===== config.mk =====
export PLATFORM = sky130hd
export DESIGN_NAME = deadline_job_sequencer
export DESIGN_NICKNAME = d
export VERILOG_FILES = /design/src/djs_pkg.sv /design/src/deadline_job_sequencer.sv /design/src/djs_ram.sv /design/src/djs_ctrl.sv /design/src/djs_datapath.sv
export SDC_FILE = /design/constraint.sdc
export NUM_CORES = 1
export LEC_CHECK = 0
export BUFFER_PORTS_ARGS = -buffer_cell sky130_fd_sc_hd__buf_2
export CAP_MARGIN = 30
export CORE_ASPECT_RATIO = 1.75
export CORE_UTILIZATION = 52
export CTS_CLUSTER_DIAMETER = 40
export DETAILED_ROUTE_END_ITERATION = 8
export GPL_TIMING_DRIVEN = 0
export PLACE_DENSITY_LB_ADDON = 0.12
export SLEW_MARGIN = 20
export SYNTH_ARGS = -nofsm -noshare
export SYNTH_HDL_FRONTEND = slang
export SYNTH_HIERARCHICAL = 1
export SYNTH_SLANG_ARGS = --single-unit

===== constraint.sdc =====
create_clock -name aclk -period 5.2 [get_ports aclk]
set_input_delay 0.78 -clock aclk [delete_from_list [all_inputs] [get_ports aclk]]
set_output_delay 0.78 -clock aclk [all_outputs]
set_load 0.05 [all_outputs]

===== src/djs_pkg.sv =====
// ----------------------------------------------------------------------------
// djs_pkg
// Shared types and constants of the deadline job sequencer: payload structs,
// controller/datapath command and status groups, and store sizing.
// ----------------------------------------------------------------------------
package djs_pkg;

    // Store sizing
    localparam int MAX_JOBS = 16;
    localparam int IDX_W    = (MAX_JOBS > 1) ? $clog2(MAX_JOBS) : 1;
    localparam int CNT_W    = $clog2(MAX_JOBS + 1);

    // Field widths
    localparam int ID_W     = 8;
    localparam int DL_W     = 8;
    localparam int PROFIT_W = 32;
    localparam int SLOT_W   = 6;
    localparam int JOB_W    = PROFIT_W + DL_W + ID_W;

    typedef struct packed {
        logic [ID_W-1:0]     job_id;
        logic [DL_W-1:0]     deadline;
        logic [PROFIT_W-1:0] profit;
        logic                last_job;
    } in_t;

    typedef struct packed {
        logic [ID_W-1:0]     out_job_id;
        logic [SLOT_W-1:0]   slot_index;
        logic [PROFIT_W-1:0] out_profit;
        logic                run_last;
        logic                none_scheduled;
    } out_t;

    // Commands from controller to datapath
    typedef struct packed {
        logic load_job;     // store accepted job if room
        logic clear_run;    // clear slot map, flags and counters of a run
        logic scan_cmp;     // compare fetched job with current best, advance scan
        logic place_load;   // load search start, mark best job as used
        logic search_step;  // test one slot, take it or step down
        logic next_rank;    // advance to next profit rank
        logic addr_out;     // store read address comes from slot owner
        logic out_skip;     // advance output slot index
        logic out_put;      // load result for current slot
        logic out_none;     // load the nothing-scheduled result
        logic finish;       // empty the store
    } djs_cmd_t;

    // Status from datapath to controller
    typedef struct packed {
        logic scan_last;    // scan index at last stored job
        logic rank_last;    // rank at last stored job
        logic search_done;  // search reached slot zero or found a free slot
        logic slot_taken;   // current output slot holds a job
        logic emit_last;    // current result is the final one of the run
        logic sched_none;   // no job got a slot
        logic out_free;     // output register can take a result
    } djs_status_t;

endpackage


===== src/deadline_job_sequencer.sv =====
// ----------------------------------------------------------------------------
// deadline_job_sequencer
// Greedy job sequencing with deadlines: loads jobs, schedules each by
// descending profit into the latest free slot before its deadline, and
// streams the scheduled jobs out in slot order.
// ----------------------------------------------------------------------------
// Jobs are taken one per cycle while the block is loading; up to MAX_JOBS (16)
// are stored and further ones are ignored. A job with last_job set starts the
// run, and s_ready stays low until the last result of that run has been
// loaded into the output register; that result may still be waiting on
// m_ready when loading resumes. For each profit rank the run rescans the job
// store through its registered read port, reading and then comparing each
// entry, then searches down from the lower of the best job's deadline and
// the job count for a free slot. The output phase walks the slots in order,
// loads each taken slot's job, waiting on m_ready for a pending result. A run
// that places no job yields one result with none_scheduled and run_last set.
module deadline_job_sequencer (
    input  logic          aclk,
    input  logic          aresetn,
    input  logic          s_valid,
    output logic          s_ready,
    input  djs_pkg::in_t  s_payload,
    output logic          m_valid,
    input  logic          m_ready,
    output djs_pkg::out_t m_payload
);
    import djs_pkg::*;

    djs_cmd_t    cmd;
    djs_status_t st;

    djs_ctrl u_ctrl (
        .aclk     (aclk),
        .aresetn  (aresetn),
        .s_valid  (s_valid),
        .last_job (s_payload.last_job),
        .s_ready  (s_ready),
        .st       (st),
        .cmd      (cmd)
    );

    djs_datapath u_datapath (
        .aclk      (aclk),
        .aresetn   (aresetn),
        .s_payload (s_payload),
        .cmd       (cmd),
        .st        (st),
        .m_valid   (m_valid),
        .m_ready   (m_ready),
        .m_payload (m_payload)
    );

endmodule


===== src/djs_ram.sv =====
// ----------------------------------------------------------------------------
// djs_ram
// Generic single-write, single-read RAM with registered read data.
// ----------------------------------------------------------------------------
module djs_ram #(
    parameter int WIDTH = 8,
    parameter int DEPTH = 16
) (
    input  logic                                        aclk,
    input  logic                                        we,
    input  logic [((DEPTH > 1) ? $clog2(DEPTH) : 1)-1:0] waddr,
    input  logic [WIDTH-1:0]                            wdata,
    input  logic [((DEPTH > 1) ? $clog2(DEPTH) : 1)-1:0] raddr,
    output logic [WIDTH-1:0]                            rdata
);

    logic [WIDTH-1:0] mem_reg [DEPTH];
    logic [WIDTH-1:0] rdata_reg;

    // Write and registered read
    always_ff @(posedge aclk) begin
        if (we) begin
            mem_reg[waddr] <= wdata;
        end
        rdata_reg <= mem_reg[raddr];
    end

    assign rdata = rdata_reg;

endmodule


===== src/djs_ctrl.sv =====
// ----------------------------------------------------------------------------
// djs_ctrl
// Controller of the deadline job sequencer: loads jobs, runs the profit
// selection, slot search and output phases by commanding the datapath.
// ----------------------------------------------------------------------------
module djs_ctrl (
    input  logic                aclk,
    input  logic                aresetn,
    input  logic                s_valid,
    input  logic                last_job,
    output logic                s_ready,
    input  djs_pkg::djs_status_t st,
    output djs_pkg::djs_cmd_t   cmd
);
    import djs_pkg::*;

    localparam logic [2:0] ST_LOAD     = 3'd0;
    localparam logic [2:0] ST_SCAN_RD  = 3'd1;
    localparam logic [2:0] ST_SCAN_CMP = 3'd2;
    localparam logic [2:0] ST_PLACE    = 3'd3;
    localparam logic [2:0] ST_SEARCH   = 3'd4;
    localparam logic [2:0] ST_OUT_CHK  = 3'd5;
    localparam logic [2:0] ST_OUT_PUT  = 3'd6;
    localparam logic [2:0] ST_OUT_NONE = 3'd7;

    logic [2:0] state_reg;
    logic [2:0] state_next;

    // State register
    always_ff @(posedge aclk) begin
        if (!aresetn) begin
            state_reg <= ST_LOAD;
        end else begin
            state_reg <= state_next;
        end
    end

    assign s_ready = (state_reg == ST_LOAD);

    // Next state and commands
    always_comb begin
        state_next = state_reg;
        cmd        = '0;
        case (state_reg)
            ST_LOAD: begin
                if (s_valid) begin
                    cmd.load_job = 1'b1;
                    if (last_job) begin
                        cmd.clear_run = 1'b1;
                        state_next    = ST_SCAN_RD;
                    end
                end
            end
            ST_SCAN_RD: begin
                state_next = ST_SCAN_CMP;
            end
            ST_SCAN_CMP: begin
                cmd.scan_cmp = 1'b1;
                state_next   = st.scan_last ? ST_PLACE : ST_SCAN_RD;
            end
            ST_PLACE: begin
                cmd.place_load = 1'b1;
                state_next     = ST_SEARCH;
            end
            ST_SEARCH: begin
                cmd.search_step = 1'b1;
                if (st.search_done) begin
                    if (st.rank_last) begin
                        state_next = ST_OUT_CHK;
                    end else begin
                        cmd.next_rank = 1'b1;
                        state_next    = ST_SCAN_RD;
                    end
                end
            end
            ST_OUT_CHK: begin
                cmd.addr_out = 1'b1;
                if (st.sched_none) begin
                    state_next = ST_OUT_NONE;
                end else if (st.slot_taken) begin
                    state_next = ST_OUT_PUT;
                end else begin
                    cmd.out_skip = 1'b1;
                end
            end
            ST_OUT_PUT: begin
                cmd.addr_out = 1'b1;
                if (st.out_free) begin
                    cmd.out_put = 1'b1;
                    if (st.emit_last) begin
                        cmd.finish = 1'b1;
                        state_next = ST_LOAD;
                    end else begin
                        state_next = ST_OUT_CHK;
                    end
                end
            end
            ST_OUT_NONE: begin
                if (st.out_free) begin
                    cmd.out_none = 1'b1;
                    cmd.finish   = 1'b1;
                    state_next   = ST_LOAD;
                end
            end
            default: begin
                state_next = ST_LOAD;
            end
        endcase
    end

endmodule


===== src/djs_datapath.sv =====
// ----------------------------------------------------------------------------
// djs_datapath
// Datapath of the deadline job sequencer: job store, best-profit scan,
// slot map with owners, downward slot search and the output register.
// ----------------------------------------------------------------------------
module djs_datapath (
    input  logic                aclk,
    input  logic                aresetn,
    input  djs_pkg::in_t        s_payload,
    input  djs_pkg::djs_cmd_t   cmd,
    output djs_pkg::djs_status_t st,
    output logic                m_valid,
    input  logic                m_ready,
    output djs_pkg::out_t       m_payload
);
    import djs_pkg::*;

    // Counters and scan state
    logic [CNT_W-1:0]    job_count_reg,  job_count_next;
    logic [CNT_W-1:0]    sched_cnt_reg,  sched_cnt_next;
    logic [CNT_W-1:0]    emit_cnt_reg,   emit_cnt_next;
    logic [IDX_W-1:0]    scan_idx_reg,   scan_idx_next;
    logic [IDX_W-1:0]    rank_reg,       rank_next;
    logic [IDX_W-1:0]    out_idx_reg,    out_idx_next;
    logic [CNT_W-1:0]    top_reg,        top_next;
    logic                best_found_reg, best_found_next;
    logic [IDX_W-1:0]    best_idx_reg,   best_idx_next;
    logic [PROFIT_W-1:0] best_profit_reg, best_profit_next;
    logic [DL_W-1:0]     best_dl_reg,    best_dl_next;
    logic [MAX_JOBS-1:0] used_reg,       used_next;
    logic [MAX_JOBS-1:0] taken_reg,      taken_next;
    logic [IDX_W-1:0]    owner_reg [MAX_JOBS];
    logic                m_valid_reg,    m_valid_next;
    out_t                m_payload_reg,  m_payload_next;

    // Store signals
    logic                store_full;
    logic                store_we;
    logic [IDX_W-1:0]    store_raddr;
    logic [JOB_W-1:0]    store_rdata;
    logic [ID_W-1:0]     rd_id;
    logic [DL_W-1:0]     rd_dl;
    logic [PROFIT_W-1:0] rd_profit;
    logic                better;
    logic [IDX_W-1:0]    probe_idx;
    logic                top_zero;
    logic                probe_free;
    logic [CNT_W-1:0]    top_start;

    assign store_full  = (job_count_reg == CNT_W'(MAX_JOBS));
    assign store_we    = cmd.load_job && !store_full;
    assign store_raddr = cmd.addr_out ? owner_reg[out_idx_reg] : scan_idx_reg;
    assign {rd_profit, rd_dl, rd_id} = store_rdata;

    djs_ram #(
        .WIDTH (JOB_W),
        .DEPTH (MAX_JOBS)
    ) u_store (
        .aclk  (aclk),
        .we    (store_we),
        .waddr (job_count_reg[IDX_W-1:0]),
        .wdata ({s_payload.profit, s_payload.deadline, s_payload.job_id}),
        .raddr (store_raddr),
        .rdata (store_rdata)
    );

    // Selection, search and output decode
    assign better     = !used_reg[scan_idx_reg] && (!best_found_reg || rd_profit > best_profit_reg);
    assign top_zero   = (top_reg == '0);
    assign probe_idx  = IDX_W'(top_reg - CNT_W'(1));
    assign probe_free = !taken_reg[probe_idx];
    assign top_start  = (DL_W'(job_count_reg) < best_dl_reg) ? job_count_reg
                                                             : CNT_W'(best_dl_reg);

    assign st.scan_last   = (CNT_W'(scan_idx_reg) + CNT_W'(1) == job_count_reg);
    assign st.rank_last   = (CNT_W'(rank_reg) + CNT_W'(1) == job_count_reg);
    assign st.search_done = top_zero || probe_free;
    assign st.slot_taken  = taken_reg[out_idx_reg];
    assign st.emit_last   = (emit_cnt_reg + CNT_W'(1) == sched_cnt_reg);
    assign st.sched_none  = (sched_cnt_reg == '0);
    assign st.out_free    = !m_valid_reg || m_ready;

    // Next-state logic
    always_comb begin
        job_count_next   = job_count_reg;
        sched_cnt_next   = sched_cnt_reg;
        emit_cnt_next    = emit_cnt_reg;
        scan_idx_next    = scan_idx_reg;
        rank_next        = rank_reg;
        out_idx_next     = out_idx_reg;
        top_next         = top_reg;
        best_found_next  = best_found_reg;
        best_idx_next    = best_idx_reg;
        best_profit_next = best_profit_reg;
        best_dl_next     = best_dl_reg;
        used_next        = used_reg;
        taken_next       = taken_reg;
        m_valid_next     = m_valid_reg && !m_ready;
        m_payload_next   = m_payload_reg;

        // Load a job into the store
        if (store_we) begin
            job_count_next = job_count_reg + CNT_W'(1);
        end

        // Start a run
        if (cmd.clear_run) begin
            sched_cnt_next  = '0;
            emit_cnt_next   = '0;
            scan_idx_next   = '0;
            rank_next       = '0;
            out_idx_next    = '0;
            best_found_next = 1'b0;
            used_next       = '0;
            taken_next      = '0;
        end

        // Keep the highest unused profit; strict compare keeps load order on ties
        if (cmd.scan_cmp) begin
            if (better) begin
                best_found_next  = 1'b1;
                best_idx_next    = scan_idx_reg;
                best_profit_next = rd_profit;
                best_dl_next     = rd_dl;
            end
            scan_idx_next = st.scan_last ? '0 : scan_idx_reg + IDX_W'(1);
        end

        if (cmd.place_load) begin
            top_next               = top_start;
            used_next[best_idx_reg] = 1'b1;
        end

        // Take the probed slot if free, otherwise step down
        if (cmd.search_step && !top_zero) begin
            if (probe_free) begin
                taken_next[probe_idx] = 1'b1;
                sched_cnt_next        = sched_cnt_reg + CNT_W'(1);
            end else begin
                top_next = top_reg - CNT_W'(1);
            end
        end

        if (cmd.next_rank) begin
            rank_next       = rank_reg + IDX_W'(1);
            best_found_next = 1'b0;
        end

        if (cmd.out_skip) begin
            out_idx_next = out_idx_reg + IDX_W'(1);
        end

        // Load a result for the current slot
        if (cmd.out_put) begin
            m_valid_next                  = 1'b1;
            m_payload_next.out_job_id     = rd_id;
            m_payload_next.slot_index     = SLOT_W'(out_idx_reg);
            m_payload_next.out_profit     = rd_profit;
            m_payload_next.run_last       = st.emit_last;
            m_payload_next.none_scheduled = 1'b0;
            out_idx_next                  = out_idx_reg + IDX_W'(1);
            emit_cnt_next                 = emit_cnt_reg + CNT_W'(1);
        end

        if (cmd.out_none) begin
            m_valid_next                  = 1'b1;
            m_payload_next                = '0;
            m_payload_next.run_last       = 1'b1;
            m_payload_next.none_scheduled = 1'b1;
        end

        if (cmd.finish) begin
            job_count_next = '0;
        end
    end

    // Control registers
    always_ff @(posedge aclk) begin
        if (!aresetn) begin
            job_count_reg  <= '0;
            sched_cnt_reg  <= '0;
            emit_cnt_reg   <= '0;
            scan_idx_reg   <= '0;
            rank_reg       <= '0;
            out_idx_reg    <= '0;
            top_reg        <= '0;
            best_found_reg <= 1'b0;
            used_reg       <= '0;
            taken_reg      <= '0;
            m_valid_reg    <= 1'b0;
        end else begin
            job_count_reg  <= job_count_next;
            sched_cnt_reg  <= sched_cnt_next;
            emit_cnt_reg   <= emit_cnt_next;
            scan_idx_reg   <= scan_idx_next;
            rank_reg       <= rank_next;
            out_idx_reg    <= out_idx_next;
            top_reg        <= top_next;
            best_found_reg <= best_found_next;
            used_reg       <= used_next;
            taken_reg      <= taken_next;
            m_valid_reg    <= m_valid_next;
        end
    end

    // Payload registers
    always_ff @(posedge aclk) begin
        best_idx_reg    <= best_idx_next;
        best_profit_reg <= best_profit_next;
        best_dl_reg     <= best_dl_next;
        m_payload_reg   <= m_payload_next;
        if (cmd.search_step && !top_zero && probe_free) begin
            owner_reg[probe_idx] <= best_idx_reg;
        end
    end

    assign m_valid   = m_valid_reg;
    assign m_payload = m_payload_reg;

    // Checks
    a_count_bound: assert property (@(posedge aclk) disable iff (!aresetn)
        job_count_reg <= CNT_W'(MAX_JOBS))
        else $error("job count beyond store depth");

    a_taken_matches_count: assert property (@(posedge aclk) disable iff (!aresetn)
        $countones(taken_reg) == 32'(sched_cnt_reg))
        else $error("slot map and scheduled count disagree");

    a_emit_bound: assert property (@(posedge aclk) disable iff (!aresetn)
        emit_cnt_reg <= sched_cnt_reg)
        else $error("more results than scheduled jobs");

    a_no_overwrite: assert property (@(posedge aclk) disable iff (!aresetn)
        (cmd.out_put || cmd.out_none) |-> st.out_free)
        else $error("result loaded over a pending result");

endmodule


# After elaboration in Yosys (flattened, before gate mapping)
# Memories as Yosys holds them, arrays and structs flattened. A register that Yosys moved wholly into a read port is not among the register bits.
# Cells that the tools add are included.
# W data, S select, Z words.
[totals]
memories = 2
register_bits = 159
ram_bits = 832
output_inout_bits = 50
wordCells = 160
[classes]
eq_ne = 17
reduce_logical = 29
order_cmp = 8
muxes = 72
n_bitwise = 3
addsub = 9
[mem_list]
columns = ["name", "words", "word_bits", "read_ports", "rd_ports_with_merged_regs", "wr", "line_no", "rtl"]
rows = [
  ["u_datapath.u_store.mem_reg", 16, 48, 1, 1, 1, "djs_ram.sv:17", "logic [WIDTH-1:0] mem_reg [DEPTH];"],
  ["u_datapath.owner_reg", 16, 4, 1, 1, 1, "djs_datapath.sv:32", "logic [IDX_W-1:0] owner_reg [MAX_JOBS];"],
]
[op_table]
columns = ["op", "count"]
rows = [
  ["$mux W16", 5],
  ["$mux W5", 9],
  ["$mux W4", 9],
  ["$gt A32 B32 Y1", 1],
  ["$or A16 B16 Y16", 2],
  ["$mux W1", 28],
  ["$mux W3", 9],
  ["$pmux W3 S8", 1],
  ["$lt A4 B5 Y1 const B", 4],
  ["$add A5 B1 Y5 const B", 3],
  ["$eq A5 B5 Y1", 3],
  ["$add A4 B1 Y4 const B", 3],
  ["$bmux W1 S4", 3],
  ["$eq A3 B3 Y1 const B", 4],
  ["$add A4 B1 Y5 const B", 2],
  ["$logic_not A5 Y1", 2],
  ["$mux W2", 5],
  ["$demux W1 S4", 2],
  ["$ge A4 B1 Y1 const B", 2],
  ["$lt A5 B8 Y1", 1],
  ["$ne A2 B2 Y1 const B", 4],
  ["$logic_and A1 B1 Y1", 7],
  ["$logic_not A1 Y1", 7],
  ["$eq A3 B2 Y1 const B", 2],
  ["14 further kinds", 20],
]

# Logic depth before layout (Yosys ltp)
[depth]
depth_word = 11
depth_mapped = 13
depth_no_buf = 11

# Cells and area by module
# The synthesis kept the hierarchy.
[by_module_without_submodules]
columns = ["mod", "cells_per_inst", "n_inst", "area_per_inst_um2", "seq_area_each_um2"]
rows = [
  ["djs_ram", 1242, 1, 29691.0, 24023.0],
  ["djs_datapath", 851, 1, 10199.8, 5565.3],
  ["djs_ctrl", 45, 1, 336.6, 60.1],
]

# Least setup slack after synthesis
# No wires, ideal clock.
[synth_timing]
path_type = "reg-to-reg"
start = "reg u_ctrl.state_reg[1]"
end = "mem u_datapath/u_store/mem_reg[0][0] (netlist bit), enable pin"
path_slack_ps = -1448
stages_incl_launch_ff = 7
setup_ps = 513
t_required_ps = 4687
path_buffers = 1
arrival_time_ps = 6135
path_cell_list = "dfxtp_1 > buf_2 > nor3_1 > and2_1 > o31a_1 > or3b_2 > nor3_1"
[synth_lines]
columns = ["element", "line_no", "rtl"]
rows = [
  ["start: declaration", "djs_ctrl.sv:26", "logic [2:0] state_reg;"],
  ["start signal: assignment", "djs_ctrl.sv:34", "state_reg <= state_next;"],
  ["end: declaration", "djs_ram.sv:17", ""],
]

==> flow_summary_export.csv <==
group,metric,value,unit
run_status,status,"finished clean",
yosys,synth_area_leader_cell,"edfxtp_1",
placed_design,hpwl,65120,µm
sta,hold_slack,389.4,ps
finish,final_common_cell,"edfxtp_1",
yosys,postSynthAreaPerCell,18.82,µm²
clock_network,root_buffer,"clkbuf_16",
finish,fin_nets,2497,
sta,slew-limit-headroom,0.3205,
hold_path,min-delay-start,"u_datapath/u_store/rdata[8]",
setup_path,criticalPathCategory,"reg2reg",
clock_network,clkTransAtPathRegs,60,ps
yosys,async_flop_share,0,
drt,via_count,20820,
clock_network,htree_levels,3,
placed_design,gp_congestion,0.8302,
sta,worst_pin_slew,1019,ps
yosys,synthTopCellsByArea,"edfxtp_1 65%, mux4_2 13%, dfxtp_1 8.3%, a22oi_1 1.8%, ha_1 1.5%",
yosys,synth_edf_count,876,
finish,layout-drive-gt1-share,0.2466,
sta,fin_crit,5009,ps
clock_network,numCtsBuffers,103,
job,cap_violations,0,
setup_path,cp.arrival,5600,ps
clock_network,cts_setup_buffers,0,
global_routing,grt_pass1_vias,21700,
drt,routed_via_density,5.939,
floorplanning,die_h,369.9,µm
global_routing,grt_pass1_wl,140300,µm
floorplanning,dieArea,78520,µm²
drt,drcViolationCount,0,
setup_path,required,5790,ps
drt,ant_nets,0,
power_and_ir_drop,ir_worst_vdd,0.0002648,V
global_routing,gr-total-overflow,0,
finish,insertedDiodeCount,0,
yosys,synth_top_area_frac,0.6539,
placed_design,place_area,43230,µm²
setup_path,r2r_slack,190,ps
drt,drt_pass1_iterations,5,
clock_network,clockBufferDepth,3,
sta,fin_crit_sh,0.9632,
hold_path,hold_path_class,"reg2reg",
floorplanning,chipWidth,212.3,µm
finish,fin_area,46660,µm²
setup_path,r2r_end,"u_datapath/u_store/rdata[37]",
setup_path,endpoint_kind,"flop",
global_routing,grtUsageTotal,0.2501,
floorplanning,io_pins,103,
placed_design,numPortBuffers,100,
floorplanning,rows,134,
yosys,synth_area,40230,µm²
floorplanning,start_util,0.5262,
drt,routed_wl,95380,µm
setup_path,worst_r2r_path_depth,10,
clock_network,numClockSinks,1043,
floorplanning,core-area,76450,µm²
yosys,synth_cells,2138,
yosys,synth_seq_cells,1043,
yosys,yosys_warnings,6,
drt,avgRoutedWirePerCell,27.21,µm
finish,final_cell_mix,"876 x edfxtp_1, 226 x mux4_2, 167 x dfxtp_1",
global_routing,grt_max_degree,25,
setup_path,endpoint,"u_datapath/u_store/rdata[37]",
sta,fmax,199.7,MHz
power_and_ir_drop,p_per_area,454.0,nW/µm²
setup_path,crit_fanout,10,
finish,largest_register_ffs,768,
sta,rsz0062_at_grt,"no",
yosys,ys_types,64,
yosys,ys_seq_area_frac,0.7370,
finish,synthToLayoutAreaGrowth,15.98,%
sta,skew,24.42,ps
sta,hold_violations,0,
sta,setup_viol,0,
clock_network,cts_tree,"done",
global_routing,grt_antenna_before_repair,13,
drt,drt-initial-drc-count,1715,
clock_network,clk_latency,680,ps
sta,final_max_slew_viol_count,0,
setup_path,start_kind,"flop",
finish,n_fill_cell,5568,
yosys,synth_ff_type,"edfxtp_1",
power_and_ir_drop,leakage,15.35,nW
==> metal layers <==
metal  up-vias  wire length (µm)  global-route usage
met1     10920             35130              0.2968
met5         -               101                   0
li1       9053                 -                   -
met4        14              3027             0.08827
met3       185              5039             0.04078
met2       650             52090              0.4557
==> cells by family (layout without fill, tap and decap cells) <==
group                    Yosys count  count (layout)  synth area share
buffers and inverters            172             519           0.01835
other                              1               2        0.00009322
AND/OR/NAND/NOR                  343             343           0.04435
multiplexers                     284             284            0.1412
XOR/XNOR                          27              27          0.005879
adder cells (fa/ha/maj)           48              48           0.01493
AO/OA/AOI/OAI                    220             220           0.03816
flip-flops                      1043            1043            0.7370
==> stage by stage <==
step / utilization / TNS (ps) / std cells / power [mW] / setup slack [ps]
6_report: 0.6103 / 0 / 3506 / 21.18 / 191.2
5_1_grt: 0.6103 / 0 / 3506 / 21.95 / 62.92
4_1_cts: 0.6102 / 0 / 3506 / 21.37 / 125.8
3_5_place_dp: 0.5654 / 0 / 3311 / 13.99 / 152.4
3_3_place_gp: 0.5497 / -1357620 / 3259 / 13.78 / -2019
2_1_floorplan: - / -20840 / 2139 / 12.68 / -144.7
==> Yosys cell counts, drive strengths merged (2+ instances only) <==
| cell type | instances |
|---|---|
| mux2 | 8 |
| dfxtp | 167 |
| o211ai | 4 |
| edfxtp | 876 |
| inv | 64 |
| nand3 | 25 |
| nand3b | 9 |
| a31oi | 3 |
| nor3b | 15 |
| or3 | 4 |
| a21boi | 8 |
| nor2 | 88 |
| or3b | 2 |
| a21oi | 29 |
| xor2 | 14 |
| nand4 | 13 |
| o21a | 25 |
| nand2b | 14 |
| o22ai | 9 |
| nor4b | 3 |
| nand2 | 70 |
| ha | 48 |
| o32ai | 5 |
| and2 | 37 |
| and3 | 3 |
| clkbuf | 54 |
| mux2i | 50 |
| nor3 | 14 |
| buf | 54 |
| xnor2 | 13 |
| mux4 | 226 |
| nor4 | 5 |
| a21o | 5 |
| nor2b | 37 |
| a22oi | 98 |
| o21ai | 22 |
| o311ai | 2 |
==> worst max-delay path, cell delays in order, from the launching register on <==
cell and delay [ps]:
dfxtp_1 320, clkbuf_1 450, buf_2 440, mux4_2 590, mux4_2 530, mux2_2 350, nor2_1 340, clkdlybuf4s15_1 760
clkbuf_1 690, a22oi_1 230, nand2_1 220
==> worst min-delay path by stage <==
stage,to,slack (ps),cells after the start
after floorplan,u_datapath/best_dl_reg[0],390,0
after global placement,u_datapath/best_dl_reg[7],400,0
final,u_datapath/best_dl_reg[0],390,0
after CTS,u_ctrl/state_reg[1],400,2
after detailed placement,u_datapath/best_dl_reg[5],390,0
after global routing,u_datapath/best_dl_reg[0],410,0
==> where the power goes <==
part           switching (mW)  leakage [nW]  internal [mW]
Clock                    3.22          1.66           4.19
Sequential              0.395          9.27           9.77
Combinational            2.24          4.42           1.37
Total                    5.85          15.3           15.3
==> cell type report <==
cell class,count,area [µm²],share of cell area
flip-flops and latches,1043,29650,0.6355
inverters,64,240.2,0.005149
well taps,1020,1276,0.02735
clock buffers,139,2909,0.06235
plain buffers,108,505.5,0.01083
clock inverters,56,509.2,0.01091
multi-input cells,924,9996,0.2142
repair buffers,152,1572,0.03368
==> timing repair <==
| action | in CTS | in global routing |
|---|---|---|
| resized for setup | 0 | 4 |
| hold buffers | 0 | 0 |
| endpoints found under the hold margin | 0 | 0 |
| endpoints found under the setup margin | 0 | 1 |
Note: power is estimated with default switching activity, not from simulation.
